### src/design/nlp_pkg.sv
`timescale 1ns / 1ps

package nlp_pkg;

    // Width of the packet size field and of the in-packet byte position.
    localparam int SIZE_BITS = 24;

    // Width of the sum that checks a NAL against the packet end.
    localparam int POS_W = SIZE_BITS + 1;
    localparam int SUM_W = ((POS_W > 32) ? POS_W : 32) + 1;

    // Command queue between the front and back parts.
    localparam int QUEUE_DEPTH = 4;
    localparam int QUEUE_AW    = 2;

    // Length prefix size limits and reset value.
    localparam logic [2:0] LEN_BYTES_MIN   = 3'd1;
    localparam logic [2:0] LEN_BYTES_MAX   = 3'd4;
    localparam logic [2:0] LEN_BYTES_RESET = 3'd4;

    // Number of bytes in the start code.
    localparam logic [2:0] CODE_LEN = 3'd4;

    localparam logic [7:0] START_CODE [4] = '{8'h00, 8'h00, 8'h00, 8'h01};

    typedef struct packed {
        logic [7:0]           in_byte;
        logic [SIZE_BITS-1:0] packet_size;
        logic                 packet_last;
    } in_item_t;

    typedef struct packed {
        logic [7:0] out_byte;
        logic       is_status;
        logic       packet_ok;
        logic       run_last;
    } out_item_t;

    // One command per input byte that produces output.
    typedef struct packed {
        logic       emit_code;
        logic       emit_byte;
        logic       emit_status;
        logic       packet_ok;
        logic [7:0] data_byte;
    } cmd_t;

endpackage

### src/design/nlp_front.sv
`timescale 1ns / 1ps

module nlp_front (
    input  logic              clk,
    input  logic              rst_n,
    input  logic              accept,
    input  nlp_pkg::in_item_t in_item,
    input  logic [2:0]        len_bytes,
    output logic              cmd_push,
    output nlp_pkg::cmd_t     cmd
);

    typedef enum logic [1:0] {
        PH_LEN,
        PH_PAYLOAD,
        PH_DROP
    } phase_t;

    phase_t                        phase_reg;
    logic [nlp_pkg::SIZE_BITS-1:0] offset_reg;
    logic [2:0]                    seen_reg;
    logic [31:0]                   accum_reg;
    logic [31:0]                   left_reg;
    logic                          emitted_reg;

    logic [2:0]                    lf;
    logic [2:0]                    seen_next;
    logic [31:0]                   accum_next;
    logic [31:0]                   left_next;
    logic [nlp_pkg::POS_W-1:0]     size_ext;
    logic [nlp_pkg::POS_W-1:0]     end_off;
    logic [nlp_pkg::POS_W-1:0]     limit;
    logic                          start_fits;
    logic                          field_done;
    logic                          nal_ok;
    logic                          emit_code;
    logic                          emit_byte;

    // Clamp the configured prefix size to 1..4.
    always_comb
    begin
        if (len_bytes < nlp_pkg::LEN_BYTES_MIN)
            lf = nlp_pkg::LEN_BYTES_MIN;
        else if (len_bytes > nlp_pkg::LEN_BYTES_MAX)
            lf = nlp_pkg::LEN_BYTES_MAX;
        else
            lf = len_bytes;
    end

    // Classify the current byte against the length field and the packet end.
    always_comb
    begin
        seen_next  = seen_reg + 3'd1;
        accum_next = {accum_reg[23:0], in_item.in_byte};
        left_next  = (left_reg != 32'd0) ? left_reg - 32'd1 : left_reg;
        size_ext   = {1'b0, in_item.packet_size};
        end_off    = {1'b0, offset_reg} + nlp_pkg::POS_W'(1);
        start_fits = ({1'b0, offset_reg} + nlp_pkg::POS_W'(lf)) <= size_ext;
        limit      = (in_item.packet_last && (end_off < size_ext)) ? end_off : size_ext;
        field_done = seen_next >= lf;
        nal_ok     = (accum_next != 32'd0) &&
                     ((nlp_pkg::SUM_W'(end_off) + nlp_pkg::SUM_W'(accum_next))
                      <= nlp_pkg::SUM_W'(limit));
        emit_code  = (phase_reg == PH_LEN) && !((seen_reg == 3'd0) && !start_fits) &&
                     field_done && nal_ok;
        emit_byte  = (phase_reg == PH_PAYLOAD);
    end

    // Command for the back part.
    always_comb
    begin
        cmd.emit_code   = emit_code;
        cmd.emit_byte   = emit_byte;
        cmd.emit_status = in_item.packet_last;
        cmd.packet_ok   = emitted_reg | emit_code;
        cmd.data_byte   = in_item.in_byte;
        cmd_push        = accept && (emit_code || emit_byte || in_item.packet_last);
    end

    // Per-packet parse state.
    always_ff @(posedge clk or negedge rst_n)
    begin
        if (!rst_n)
        begin
            phase_reg   <= PH_LEN;
            offset_reg  <= '0;
            seen_reg    <= 3'd0;
            accum_reg   <= 32'd0;
            left_reg    <= 32'd0;
            emitted_reg <= 1'b0;
        end
        else if (accept)
        begin
            if (in_item.packet_last)
            begin
                phase_reg   <= PH_LEN;
                offset_reg  <= '0;
                seen_reg    <= 3'd0;
                accum_reg   <= 32'd0;
                left_reg    <= 32'd0;
                emitted_reg <= 1'b0;
            end
            else
            begin
                case (phase_reg)
                    PH_LEN:
                    begin
                        if ((seen_reg == 3'd0) && !start_fits)
                            phase_reg <= PH_DROP;
                        else if (field_done)
                        begin
                            seen_reg  <= 3'd0;
                            accum_reg <= 32'd0;
                            if (nal_ok)
                            begin
                                phase_reg   <= PH_PAYLOAD;
                                left_reg    <= accum_next;
                                emitted_reg <= 1'b1;
                            end
                            else
                                phase_reg <= PH_DROP;
                        end
                        else
                        begin
                            seen_reg  <= seen_next;
                            accum_reg <= accum_next;
                        end
                    end
                    PH_PAYLOAD:
                    begin
                        left_reg <= left_next;
                        if (left_next == 32'd0)
                            phase_reg <= PH_LEN;
                    end
                    default:
                    begin
                        phase_reg <= PH_DROP;
                    end
                endcase
                if (offset_reg != '1)
                    offset_reg <= offset_reg + nlp_pkg::SIZE_BITS'(1);
            end
        end
    end

endmodule

### src/design/nlp_queue.sv
`timescale 1ns / 1ps

module nlp_queue (
    input  logic          clk,
    input  logic          rst_n,
    input  logic          wr_en,
    input  nlp_pkg::cmd_t wr_cmd,
    input  logic          rd_en,
    output nlp_pkg::cmd_t rd_cmd,
    output logic          full,
    output logic          empty
);

    nlp_pkg::cmd_t                 slot_reg [nlp_pkg::QUEUE_DEPTH];
    logic [nlp_pkg::QUEUE_AW-1:0]  wr_ptr_reg;
    logic [nlp_pkg::QUEUE_AW-1:0]  rd_ptr_reg;
    logic [nlp_pkg::QUEUE_AW:0]    count_reg;

    assign full   = (count_reg == (nlp_pkg::QUEUE_AW + 1)'(nlp_pkg::QUEUE_DEPTH));
    assign empty  = (count_reg == '0);
    assign rd_cmd = slot_reg[rd_ptr_reg];

    // Storage slots carry no reset.
    always_ff @(posedge clk)
    begin
        if (wr_en)
            slot_reg[wr_ptr_reg] <= wr_cmd;
    end

    // Pointers and fill count.
    always_ff @(posedge clk or negedge rst_n)
    begin
        if (!rst_n)
        begin
            wr_ptr_reg <= '0;
            rd_ptr_reg <= '0;
            count_reg  <= '0;
        end
        else
        begin
            if (wr_en)
                wr_ptr_reg <= wr_ptr_reg + nlp_pkg::QUEUE_AW'(1);
            if (rd_en)
                rd_ptr_reg <= rd_ptr_reg + nlp_pkg::QUEUE_AW'(1);
            if (wr_en && !rd_en)
                count_reg <= count_reg + (nlp_pkg::QUEUE_AW + 1)'(1);
            else if (rd_en && !wr_en)
                count_reg <= count_reg - (nlp_pkg::QUEUE_AW + 1)'(1);
        end
    end

endmodule

### src/design/nlp_back.sv
`timescale 1ns / 1ps

module nlp_back (
    input  logic               clk,
    input  logic               rst_n,
    input  nlp_pkg::cmd_t      cmd,
    input  logic               cmd_empty,
    output logic               cmd_pop,
    output nlp_pkg::out_item_t out_item,
    output logic               empty,
    input  logic               pop
);

    logic [2:0]         step_reg;
    logic               out_valid_reg;
    nlp_pkg::out_item_t out_reg;

    logic [2:0]         count;
    logic [2:0]         last_step;
    logic               advance;
    nlp_pkg::out_item_t item;

    assign out_item = out_reg;
    assign empty    = !out_valid_reg;
    assign advance  = !out_valid_reg || pop;
    assign cmd_pop  = advance && !cmd_empty && (step_reg == last_step);

    // Number of words the head command expands into.
    always_comb
    begin
        count = (cmd.emit_code ? nlp_pkg::CODE_LEN : 3'd0) +
                (cmd.emit_byte ? 3'd1 : 3'd0) +
                (cmd.emit_status ? 3'd1 : 3'd0);
        last_step = count - 3'd1;
    end

    // Select the word for the current step: start code, payload byte or status.
    always_comb
    begin
        item.run_last = (step_reg == last_step);
        if (cmd.emit_code && (step_reg < nlp_pkg::CODE_LEN))
        begin
            item.out_byte  = nlp_pkg::START_CODE[step_reg[1:0]];
            item.is_status = 1'b0;
            item.packet_ok = 1'b0;
        end
        else if (cmd.emit_byte && (step_reg == 3'd0))
        begin
            item.out_byte  = cmd.data_byte;
            item.is_status = 1'b0;
            item.packet_ok = 1'b0;
        end
        else
        begin
            item.out_byte  = 8'h00;
            item.is_status = 1'b1;
            item.packet_ok = cmd.packet_ok;
        end
    end

    // Output payload register.
    always_ff @(posedge clk)
    begin
        if (advance && !cmd_empty)
            out_reg <= item;
    end

    // Step counter and output valid flag.
    always_ff @(posedge clk or negedge rst_n)
    begin
        if (!rst_n)
        begin
            step_reg      <= 3'd0;
            out_valid_reg <= 1'b0;
        end
        else if (advance)
        begin
            out_valid_reg <= !cmd_empty;
            if (!cmd_empty)
            begin
                if (step_reg == last_step)
                    step_reg <= 3'd0;
                else
                    step_reg <= step_reg + 3'd1;
            end
        end
    end

endmodule

### src/design/nal_length_prefix_to_start_code.sv
`timescale 1ns / 1ps

// Channel   | Signals                        | Accepted when
// ----------+--------------------------------+---------------------
// input     | push, full, in_item            | push && !full
// result    | pop, empty, out_item           | pop && !empty
// config    | cfg_valid, cfg_ready, cfg_data | cfg_valid && cfg_ready
//
// One input word is taken per cycle while the command queue has room.
// The result side delivers one word per cycle while pop is high; a
// completed length field costs four start code words, so the queue
// absorbs that burst. Result words are registered from queued commands.
// Reset clears all parse state and sets the prefix size to four bytes.
// A stalled result side fills the four-entry queue, then raises full.

module nal_length_prefix_to_start_code (
    input  logic               clk,
    input  logic               rst_n,
    input  logic               push,
    output logic               full,
    input  nlp_pkg::in_item_t  in_item,
    output logic               empty,
    input  logic               pop,
    output nlp_pkg::out_item_t out_item,
    input  logic               cfg_valid,
    output logic               cfg_ready,
    input  logic [2:0]         cfg_data
);

    logic [2:0]    len_bytes_reg;
    logic          accept;
    logic          cmd_push;
    logic          cmd_pop;
    logic          q_full;
    logic          q_empty;
    nlp_pkg::cmd_t front_cmd;
    nlp_pkg::cmd_t head_cmd;

    assign cfg_ready = 1'b1;
    assign full      = q_full;
    assign accept    = push && !q_full;

    // Length prefix size register.
    always_ff @(posedge clk or negedge rst_n)
    begin
        if (!rst_n)
            len_bytes_reg <= nlp_pkg::LEN_BYTES_RESET;
        else if (cfg_valid && cfg_ready)
            len_bytes_reg <= cfg_data;
    end

    nlp_front u_front (
        .clk       (clk),
        .rst_n     (rst_n),
        .accept    (accept),
        .in_item   (in_item),
        .len_bytes (len_bytes_reg),
        .cmd_push  (cmd_push),
        .cmd       (front_cmd)
    );

    nlp_queue u_queue (
        .clk    (clk),
        .rst_n  (rst_n),
        .wr_en  (cmd_push),
        .wr_cmd (front_cmd),
        .rd_en  (cmd_pop),
        .rd_cmd (head_cmd),
        .full   (q_full),
        .empty  (q_empty)
    );

    nlp_back u_back (
        .clk       (clk),
        .rst_n     (rst_n),
        .cmd       (head_cmd),
        .cmd_empty (q_empty),
        .cmd_pop   (cmd_pop),
        .out_item  (out_item),
        .empty     (empty),
        .pop       (pop)
    );

    // A status word carries a zero byte and always ends its run.
    a_status_shape: assert property (@(posedge clk) disable iff (!rst_n)
        (!empty && out_item.is_status) |-> (out_item.out_byte == 8'h00 && out_item.run_last))
        else $error("status word malformed");

    // Data words never report packet_ok.
    a_data_ok_zero: assert property (@(posedge clk) disable iff (!rst_n)
        (!empty && !out_item.is_status) |-> !out_item.packet_ok)
        else $error("data word with packet_ok set");

    // A command is taken from the queue only when one is present.
    a_no_underflow: assert property (@(posedge clk) disable iff (!rst_n)
        cmd_pop |-> !q_empty)
        else $error("command queue underflow");

    // A held result word does not change while the result side stalls.
    a_result_hold: assert property (@(posedge clk) disable iff (!rst_n)
        (!empty && !pop) |=> (!empty && $stable(out_item)))
        else $error("result word changed under stall");

endmodule
### config.mk
export PLATFORM = sky130hd
export DESIGN_NAME = nal_length_prefix_to_start_code
export DESIGN_NICKNAME = d
export VERILOG_FILES = /design/src/design/nlp_pkg.sv /design/src/design/nlp_front.sv /design/src/design/nlp_queue.sv /design/src/design/nlp_back.sv /design/src/design/nal_length_prefix_to_start_code.sv
export SDC_FILE = /design/constraint.sdc
export NUM_CORES = 1
export LEC_CHECK = 0
export BUFFER_PORTS_ARGS = -buffer_cell sky130_fd_sc_hd__buf_2
export CORE_MARGIN = 2
export CORE_UTILIZATION = 38
export DETAILED_ROUTE_END_ITERATION = 12
export GPL_ROUTABILITY_DRIVEN = 0
export SLEW_MARGIN = 20
export SYNTH_ARGS = -nofsm -noshare
export SYNTH_HDL_FRONTEND = slang
export SYNTH_SLANG_ARGS = --single-unit
### constraint.sdc
create_clock -name clk -period 18.5 [get_ports clk]
set_input_delay 1.85 -clock clk [delete_from_list [all_inputs] [get_ports clk]]
set_output_delay 1.85 -clock clk [all_outputs]
set_load 0.01 [all_outputs]
==> results of run 1 <==
[through the flow]
step | utilization | power (W)
after global routing | 0.4230 | 0.001978
final | 0.4230 | 0.001845
after detailed placement | 0.4040 | 0.001462
after CTS | 0.4226 | 0.001845
after global placement | 0.4040 | 0.001448
after floorplan | - | 0.001214
[power by group through the flow]
stage               combinational (W)  sequential, W  clock, W
global route                 0.000998       0.000580  0.000400
floorplan                    0.000693       0.000521         0
CTS                          0.000892       0.000568  0.000386
global placement             0.000874       0.000574         0
detailed placement           0.000888       0.000574         0
finish                       0.000897       0.000568  0.000379
[critical path, delay by kind of cell (launching register included)]
family,cells,cell delay [ns]
AOI/OAI and AO/OA,5,1.44
muxes,1,0.30
and+or+nand+nor,15,4.21
xor gates and xnor gates,3,0.57
buffers and inverters,3,0.55
DFF,1,0.52
adders and majority gates,5,1.56
[synth_stat cells (49+ instances only)]
cell / number / area, sq um
clkbuf_1: 70 / 262.8
edfxtp_1: 59 / 1772
a21oi_1: 90 / 450.4
and3_1: 50 / 312.8
nand2_1: 172 / 645.6
inv_1: 88 / 330.3
ha_1: 116 / 1451
nor3_1: 77 / 385.4
dfrtp_1: 99 / 2477
xnor2_1: 49 / 429.2
o21ai_0: 124 / 620.6
nor2_1: 83 / 311.6
[cell type report]
class                      instances  area (sq um)  share of cell area
multi-input combinational       1188          8099              0.5682
sequential                       159          4275              0.2999
tap                              448         560.5             0.03933
clock buffer                      20         489.2             0.03432
timing repair buffer              65         361.6             0.02537
inverter                          88         330.3             0.02317
clock inverter                    12         137.6            0.009656
[worst max-delay path by stage]
stage	cells past startpoint	to
4_1_cts	32	u_queue.count_reg[2]
3_5_place_dp	32	u_queue.count_reg[2]
3_3_place_gp	32	u_queue.count_reg[2]
5_1_grt	32	u_queue.count_reg[2]
6_report	32	u_queue.count_reg[2]
2_1_floorplan	30	u_queue.count_reg[2]
[metal layers]
metal / share of wire / up-vias
met2: 0.47 / 401
met4: 0.014 / 2
met5: 0.00034 / -
met1: 0.45 / 5643
li1: - / 5597
met3: 0.062 / 41
[placed cells by master, fill, tap and decap left out, drive strengths merged, types with 9 or more instances in the layout]
master	count
inv	94
edfxtp	59
nand4	29
nor3	78
nand3	48
xor2	31
o31ai	11
nand2b	15
clkbuf	20
xnor2	49
o2bb2ai	21
a21oi	90
nor2	83
and3	50
a31oi	9
or3	12
ha	116
o21ai	128
or2	12
nand2	172
and2	11
nor4	22
o211ai	19
o311ai	17
a21o	21
mux4	12
dfrtp	99
a211oi	14
buf	65
[logic make-up after synthesis]
logic type,synth area share
AOI/OAI and AO/OA,0.1977
xor gates and xnor gates,0.05372
adders and majority gates,0.1159
buffers and inverters,0.05372
DFF,0.3278
muxes,0.03147
other,0.0002875
and+or+nand+nor,0.2194
==> impl_summary.txt, run 1 <==
----------------------------------------------------
[Worst setup path]
  Data required time of the worst path ... 18.86 ns
  Slack of the worst reg-to-reg path ... 9.25 ns
  Worst Path Arrival ... 9.61 ns
  Worst reg2reg startpoint ... u_front.offset_reg[0]
  Worst-case reg-to-reg path depth ... 32
  Worst setup path startpoint ... u_front.offset_reg[0]
  Critical Path Fanout Max ... 26
  Crit Path Category ... register to register
  Startpoint types ... register
  Crit. End Element ... register
  Critical-path cell with the highest stage delay ... a211o_1
  Critical path's most frequent cell ... ha_1
  Terminus of the critical flop-to-flop path ... u_queue.count_reg[2]
  Maximum single-stage delay on the critical path ... 0.61 ns

[Timing]
  Final worst setup slack ... 9.249 ns
  Worst rel slew slack ... 0.2874
  Sum of negative setup slack ... 0 ns
  RSZ-0062 raised after global routing ... no
  Worst clock skew ... 0.01618 ns
  Crit path time final ... 9.251 ns
  Final setup viols ... 0
  Count of pins over their slew limit ... 0
  Final Hold Fails ... 0
  Highest clock frequency the design can meet ... 0.1081 GHz
  Final worst path period share ... 0.5000
  Worst hold margin ... 0.4954 ns
  Tightest Pin Transition ... 1.069 ns

[Route]
  Avg Vias per Cell ... 5.901
  Wirelength per Cell ... 19.47 um
  Detailed Routing Iterations Pass 1 ... 7
  Post-route antenna net violation count ... 0
  Total wire length ... 38550 um
  DRC ... 0
  First DRT Iteration DRCs ... 938
  Via count of the routed design ... 11680

[Yosys]
  Instance count of the mapped netlist ... 1524
  Asr flop ratio synth ... 0.6289
  Cell area after synthesis ... 13040 sq um
  Number of warnings printed during yosys synthesis ... 0
  Most used flip-flop cell after synthesis ... dfrtp_1
  Sequential share of the synthesized area ... 0.3278
  EDFF count, synth ... 59
  Number of distinct standard cells referenced by the synthesized netlist ... 82
  Register bit count reported by yosys ... 159
  Syn avg cell area ... 8.558 sq um

[CTS]
  Hold buffer count at CTS ... 0
  Setup Buffers After CTS ... 0
  Clock root buffer master ... clkbuf_16
  CTS clock-pin slew for the worst setup and hold paths ... 0.07 ns
  Maximum clock path buffer count ... 2
  Later-pin clock latency in the skew report ... 0.44 ns
  TritonCTS sink count ... 159
  TritonCTS buffer count ... 17
  CTS tree ... built
  Max H-tree Level ... 4
  Number of gates resized after CTS ... 0

[Power and ir drop]
  Clock group share of total power ... 0.206
  Power Density ... 129.4 nW/um^2
  Pint ... 0.001018 W
  Reg power frac ... 0.308
  Peak supply drop ... 0.08011 mV
  Static leakage power ... 6.204 nW
  Reported net switching power ... 0.0008265 W
  Combinational group share of total power ... 0.486
  Switching part of the total ... 0.4481

[Final layout]
  Largest register FFs ... 48
  Number of fill cells ... 3394
  Layout cells sized above 1 ... 0.09726
  Synth-to-Final Area Change ... 9.286%
  Antenna cell count ... 0
  Area of all placed cells without fillers ... 14250 sq um
  Number of non-filler instances in the completed layout ... 1980
  Total number of nets in the final design ... 1679

[Hold path]
  Number of stages on the worst hold path ... 1
  Worst Hold Class ... register to register
  Launch point of the worst hold path ... u_queue.count_reg[2]
  Hold Path End ... u_queue.count_reg[2]

[Place]
  Placed instance count ... 1947
  Post-place setup slack ... 9.443 ns
  Post-detail-place hpwl ... 28980 um
  Instance area after placement ... 13610 sq um
  Number of I/O port buffers ... 53

[Floorplanning]
  Area of the placeable core ... 33700 sq um
  DIE HEIGHT ... 189.3 um
  Full die area ... 35820 sq um
  # IOs ... 55
  Std cell rows ... 67
  Chip width ... 189.3 um
  Initial core utilization ... 0.3870

[GRT]
  Number of antenna violations at the first check in global routing ... 2
  Met1 routing resource usage after global routing ... 0.2990
  Vias in the first global route ... 11050
  Maximum number of pins on one net before global-route repair ... 66
  Met3 track utilization from global routing ... 0.03188
  Aggregate global routing overflow ... 0
  GRT Max-Usage Layer ... met2
  Met2 Usage GRT ... 0.3604
  First-pass GRT wire length ... 61270 um
  All-layer global routing usage ... 0.2179

[Flow run]
  Max cap viols ... 0

[Status]
  Status ... finished, final reports clean

----------------------------------------------------
Note: power is estimated with default switching activity, not from simulation.
==> run 2, diff against run 1 <==
==> constraint.sdc (replaced) <==
create_clock -name clk -period 9.5 [get_ports clk]
set_input_delay 0.95 -clock clk [delete_from_list [all_inputs] [get_ports clk]]
set_output_delay 0.95 -clock clk [all_outputs]
set_load 0.01 [all_outputs]
==> run 2 against run 1 <==
Against the previous run:
- design area shrank 0.40%
- count of clock-buffer cells in the layout is the same
- sequential power up 95%
- global-route usage rose by 0.29 points
- critical path depth down 5
- fmax increased by 9.8%
- first-iteration DRC count rose by 7.5%
- combinational power grew 97%
==> impl_summary.txt, run 2 (synthesis gave the netlist of run 1 again) <==
----------------------------------------------------
[Final layout]
  Total area of multi-input combinational cells ... 8099 sq um
  Flip-flop and latch area ... 4275 sq um
  Synth-to-Final Area Change ... 8.845%
  Total number of nets in the final design ... 1679
  Area of all placed cells without fillers ... 14200 sq um
  Commonest non-fill, non-tap cells in the layout ... nand2_1 (172), o21ai_0 (124), ha_1 (116)
  Layout cells sized above 1 ... 0.09530
  Antenna cell count ... 0
  Number of fill cells ... 3358
  Largest register FFs ... 48
  Commonest non-fill, non-tap cell in the layout ... nand2_1

[Worst setup path]
  Crit Path Category ... register to register
  Cell class contributing the biggest share of worst-path delay ... simple AND/OR/NAND/NOR gates
  Crit. End Element ... register
  Number of buffer and inverter stages on the critical path ... 2
  Data required time of the worst path ... 9.58 ns
  Maximum single-stage delay on the critical path ... 0.61 ns
  Critical-path cell with the highest stage delay ... a211o_1
  Startpoint types ... register
  Critical Path Fanout Max ... 26
  Worst Path Arrival ... 8.50 ns

[Timing]
  Highest clock frequency the design can meet ... 0.1187 GHz
  Final Hold Fails ... 0
  Final setup viols ... 0
  Tightest Pin Transition ... 1.059 ns
  Count of pins over their slew limit ... 0
  Sum of negative setup slack ... 0 ns
  Final worst setup slack ... 1.074 ns
  Worst rel slew slack ... 0.2941
  Worst clock skew ... 0.01575 ns
  Final worst path period share ... 0.8870
  RSZ-0062 raised after global routing ... no
  Crit path time final ... 8.426 ns

[Power and ir drop]
  Power Density ... 252.2 nW/um^2
  Combinational group share of total power ... 0.495
  Clock group share of total power ... 0.195
  Total power of the final layout ... 0.003580 W
  Peak supply drop ... 0.1592 mV
  Reported net switching power ... 0.001613 W
  Switching part of the total ... 0.4504
  Static leakage power ... 6.170 nW
  Pint ... 0.001967 W
  Reg power frac ... 0.311

[CTS]
  Setup Buffers After CTS ... 0
  Number of gates resized after CTS ... 0
  Maximum clock path buffer count ... 2
  Later-pin clock latency in the skew report ... 0.45 ns
  Max H-tree Level ... 4
  TritonCTS sink count ... 159
  Clock root buffer master ... clkbuf_16
  CTS clock-pin slew for the worst setup and hold paths ... 0.07 ns
  TritonCTS buffer count ... 17
  Hold buffer count at CTS ... 0
  CTS tree ... built

[Route]
  Detailed Routing Iterations Pass 1 ... 6
  Total wire length ... 39180 um
  DR WL met2 ... 18200 um
  DRC ... 0
  First DRT Iteration DRCs ... 1008
  Avg Vias per Cell ... 5.962
  Wirelength per Cell ... 19.79 um
  Via count of the routed design ... 11800
  Routed wl met3 ... 2235 um
  Post-route antenna net violation count ... 0
  Highest Signal Layer ... met4
  M1 WL ... 17840 um

[GRT]
  Vias in the first global route ... 11120
  Maximum number of pins on one net before global-route repair ... 71
  All-layer global routing usage ... 0.2209
  First-pass GRT wire length ... 62470 um
  Number of antenna violations at the first check in global routing ... 0
  Aggregate global routing overflow ... 0

[Floorplanning]
  # IOs ... 55
  Chip width ... 189.3 um
  Std cell rows ... 67
  Initial core utilization ... 0.3870
  DIE HEIGHT ... 189.3 um
  Area of the placeable core ... 33700 sq um
  Full die area ... 35820 sq um

[Place]
  Post-detail-place hpwl ... 29160 um
  Number of I/O port buffers ... 53
  Instance area after placement ... 13620 sq um
  Post-place setup slack ... 1.308 ns

[Status]
  Status ... finished, final reports clean

[Hold path]
  Worst Hold Class ... input pin to asynchronous set/reset pin

[Flow run]
  Max cap viols ... 0

----------------------------------------------------
-- run 2: area by class of cell --
class / instances / area share
Clock buffer: 20 / 0.03076
Timing Repair Buffer: 65 / 0.02521
Sequential cell: 159 / 0.3012
Multi-Input combinational cell: 1188 / 0.5705
Inverter: 88 / 0.02327
Tap cell: 448 / 0.03949
Clock inverter: 12 / 0.009607
-- run 2: per-stage QoR --
step,instances,utilization,hold WS [ns]
5_1_grt,1980,0.4213,0.4668
3_3_place_gp,1948,0.4042,0.4761
3_5_place_dp,1948,0.4042,0.4779
4_1_cts,1980,0.4212,0.4546
6_report,1980,0.4213,0.4427
2_1_floorplan,1525,-,0.4560
-- run 2: power by group through the flow --
| stage | Clock (W) | Sequential, W | Combinational [W] |
|---|---|---|---|
| global placement | 0 | 0.00112 | 0.00171 |
| finish | 0.000696 | 0.00111 | 0.00177 |
| CTS | 0.000707 | 0.00111 | 0.00175 |
| floorplan | 0 | 0.00102 | 0.00135 |
| detailed placement | 0 | 0.00112 | 0.00174 |
| global route | 0.000734 | 0.00113 | 0.00197 |
-- run 2: final timing paths --
path	from	to	slack, ns	cells past startpoint
max	u_front.offset_reg[0]	u_queue.slot_reg[0][2]	1.07	27
min	rst_n	u_back.out_valid_reg	0.44	1
max reg2reg	u_front.offset_reg[0]	u_queue.slot_reg[0][2]	1.07	27
min reg2reg	u_queue.count_reg[2]	u_queue.count_reg[2]	0.49	1
max in group asynchronous	rst_n	u_front.offset_reg[23]	7.71	2
min in group clk	u_queue.count_reg[2]	u_queue.count_reg[2]	0.49	1
-- run 2: routing by layer --
layer  global-route usage  vias to the layer above
met2               0.3563                      487
li1                     -                     5590
met3              0.02521                       64
met1               0.3101                     5663
met5                    0                        -
met4              0.06977                        0
-- run 2: worst register-to-register path: stages (launching register included) --
cell and delay (ns):
dfrtp_1 0.54, ha_1 0.28, nand3_1 0.22, nor3_2 0.39, nand3_1 0.44, nor2_1 0.26
xnor2_1 0.25, inv_1 0.15, ha_1 0.31, a21oi_1 0.16, nor2b_1 0.07, o21ai_0 0.14
nand2b_1 0.08, a211o_1 0.61, or2_2 0.61, nor3_1 0.25, nor3_1 0.08, ha_1 0.32
nand4_1 0.18, nor4_2 0.42, nand3_1 0.14, mux2_2 0.31, a221oi_1 0.29, nand4_1 0.23
a2111oi_4 0.38, or2_1 0.20, buf_4 0.25, and2_1 0.52
==> run 3, diff against run 2 <==
==> constraint.sdc (replaced) <==
create_clock -name clk -period 9.5 [get_ports clk]
set_input_delay 0.475 -clock clk [delete_from_list [all_inputs] [get_ports clk]]
set_output_delay 0.475 -clock clk [all_outputs]
set_load 0.01 [all_outputs]
==> run 3 against run 2 <==
Against the previous run:
- routed wire length shrank 0.11%
- first-iteration DRC count grew 4.5%
- largest power group unchanged
- sequential power is essentially flat
- global-route usage is essentially flat
- count of clock-buffer cells in the layout is the same
- fmax grew 0.16%
- design area is essentially flat
- worst setup slack gained 0.013 ns
- die area is the same
- cell count is essentially flat
==> impl_summary.txt, run 3 (synthesis gave the netlist of run 1 again) <==
----------------------------------------------------
[Status]
  Status ... finished, final reports clean

[Worst setup path]
  Crit. End Element ... register
  Data required time of the worst path ... 9.58 ns
  Crit Path Category ... register to register
  Critical Path Fanout Max ... 26
  Worst Path Arrival ... 8.49 ns
  Startpoint types ... register

[Final layout]
  Synth-to-Final Area Change ... 8.922%
  Flip-flop and latch area ... 4275 sq um
  Commonest non-fill, non-tap cells in the layout ... nand2_1 (172), o21ai_0 (124), ha_1 (116)
  Layout cells sized above 1 ... 0.09524
  Area of all placed cells without fillers ... 14210 sq um
  Largest register FFs ... 48
  Total area of multi-input combinational cells ... 8099 sq um
  Utilization after layout ... 0.4215
  Antenna cell count ... 0
  Total number of nets in the final design ... 1680
  Number of fill cells ... 3356
  Commonest non-fill, non-tap cell in the layout ... nand2_1

[Route]
  DRC ... 0
  Total wire length ... 39140 um
  Via count of the routed design ... 11730
  Detailed Routing Iterations Pass 1 ... 7
  Wirelength per Cell ... 19.76 um
  First DRT Iteration DRCs ... 1053
  Post-route antenna net violation count ... 0
  Avg Vias per Cell ... 5.922

[Flow run]
  Max cap viols ... 0

[Place]
  Number of I/O port buffers ... 53
  Post-place setup slack ... 1.308 ns
  Instance area after placement ... 13620 sq um
  Post-detail-place hpwl ... 29160 um

[Timing]
  RSZ-0062 raised after global routing ... no
  Final worst path period share ... 0.8856
  Crit path time final ... 8.413 ns
  Tightest Pin Transition ... 1.057 ns
  Final setup viols ... 0
  Count of pins over their slew limit ... 0
  Final Hold Fails ... 0
  Highest clock frequency the design can meet ... 0.1189 GHz
  Worst clock skew ... 0.01331 ns
  Final worst setup slack ... 1.087 ns
  Worst rel slew slack ... 0.2900
  Sum of negative setup slack ... 0 ns

[GRT]
  Aggregate global routing overflow ... 0
  First-pass GRT wire length ... 62470 um
  Maximum number of pins on one net before global-route repair ... 71
  All-layer global routing usage ... 0.2209
  Number of antenna violations at the first check in global routing ... 0
  Vias in the first global route ... 11130

[Power and ir drop]
  Peak supply drop ... 0.1583 mV
  Power Density ... 251.9 nW/um^2
  Static leakage power ... 6.174 nW

[Floorplanning]
  Std cell rows ... 67
  Initial core utilization ... 0.3870
  DIE HEIGHT ... 189.3 um
  Area of the placeable core ... 33700 sq um
  Chip width ... 189.3 um
  # IOs ... 55
  Full die area ... 35820 sq um

[Hold path]
  Worst Hold Class ... input pin to register

[CTS]
  Clock root buffer master ... clkbuf_16
  Maximum clock path buffer count ... 2
  Later-pin clock latency in the skew report ... 0.45 ns
  TritonCTS sink count ... 159
  Number of gates resized after CTS ... 0
  Max H-tree Level ... 4
  CTS tree ... built
  CTS clock-pin slew for the worst setup and hold paths ... 0.07 ns
  TritonCTS buffer count ... 17
  Setup Buffers After CTS ... 0

----------------------------------------------------
run 3: layer usage:
layer	wire length, um	vias to the layer above	track usage	part of all wire
met2	18230	412	0.3562	0.47
met5	0	-	0	0
met4	827	0	0.06977	0.021
met1	18090	5669	0.3104	0.46
met3	1988	55	0.02521	0.051
li1	-	5596	-	-
run 3: worst paths after layout:
check	slack [ns]	endpoint	start	cells past startpoint
worst min-delay path	0.24	len_bytes_reg[2]	cfg_valid	2
worst max register to register	1.09	u_queue.slot_reg[0][2]	u_front.offset_reg[0]	27
worst min register to register	0.49	u_queue.count_reg[2]	u_queue.count_reg[2]	1
worst max-delay path	1.09	u_queue.slot_reg[0][2]	u_front.offset_reg[0]	27
max in group asynchronous	7.66	u_front.offset_reg[23]	rst_n	3
min in group asynchronous	0.51	u_back.out_valid_reg	rst_n	2
run 3: stage by stage:
step                      total power, W  instances  hold slack (ns)
after floorplan                 0.002365       1525           0.1794
after global placement          0.002825       1948           0.4437
after detailed placement        0.002856       1948           0.4459
after CTS                       0.003562       1981           0.2234
after global routing            0.003841       1981           0.2496
final                           0.003579       1981           0.2396
run 3: cell type report:
cell class                      count  area share
Clock buffer                       20     0.03074
Clock inverter                     12    0.009600
Multi-Input combinational cell   1188      0.5701
Inverter                           88     0.02325
Timing Repair Buffer               66     0.02589
Sequential cell                   159      0.3010
Tap cell                          448     0.03946
run 3: power breakdown:
group          leakage, nW  switching [W]  internal, W  total [W]
logic                 4.00        0.00109     0.000681    0.00177
clock network        0.278       0.000307     0.000391   0.000697
registers             1.90       0.000216     0.000896    0.00111
run 3: repair_timing:
action                                  in CTS  in global routing
endpoints found under the setup margin       0                  0
hold endpoints to repair                    30                  0
hold buffers                                 1                  0
run 3: critical path, stage by stage (launching register included):
cell	delay, ns
dfrtp_1	0.53
ha_1	0.28
nand3_1	0.22
nor3_2	0.38
nand3_1	0.43
nor2_1	0.26
xnor2_1	0.25
inv_1	0.15
ha_1	0.31
a21oi_1	0.16
nor2b_1	0.07
o21ai_0	0.14
nand2b_1	0.08
a211o_1	0.61
or2_2	0.61
nor3_1	0.24
nor3_1	0.08
ha_1	0.32
nand4_1	0.18
nor4_2	0.41
nand3_1	0.14
mux2_2	0.31
a221oi_1	0.29
nand4_1	0.23
a2111oi_4	0.38
or2_1	0.20
buf_4	0.24
and2_1	0.52
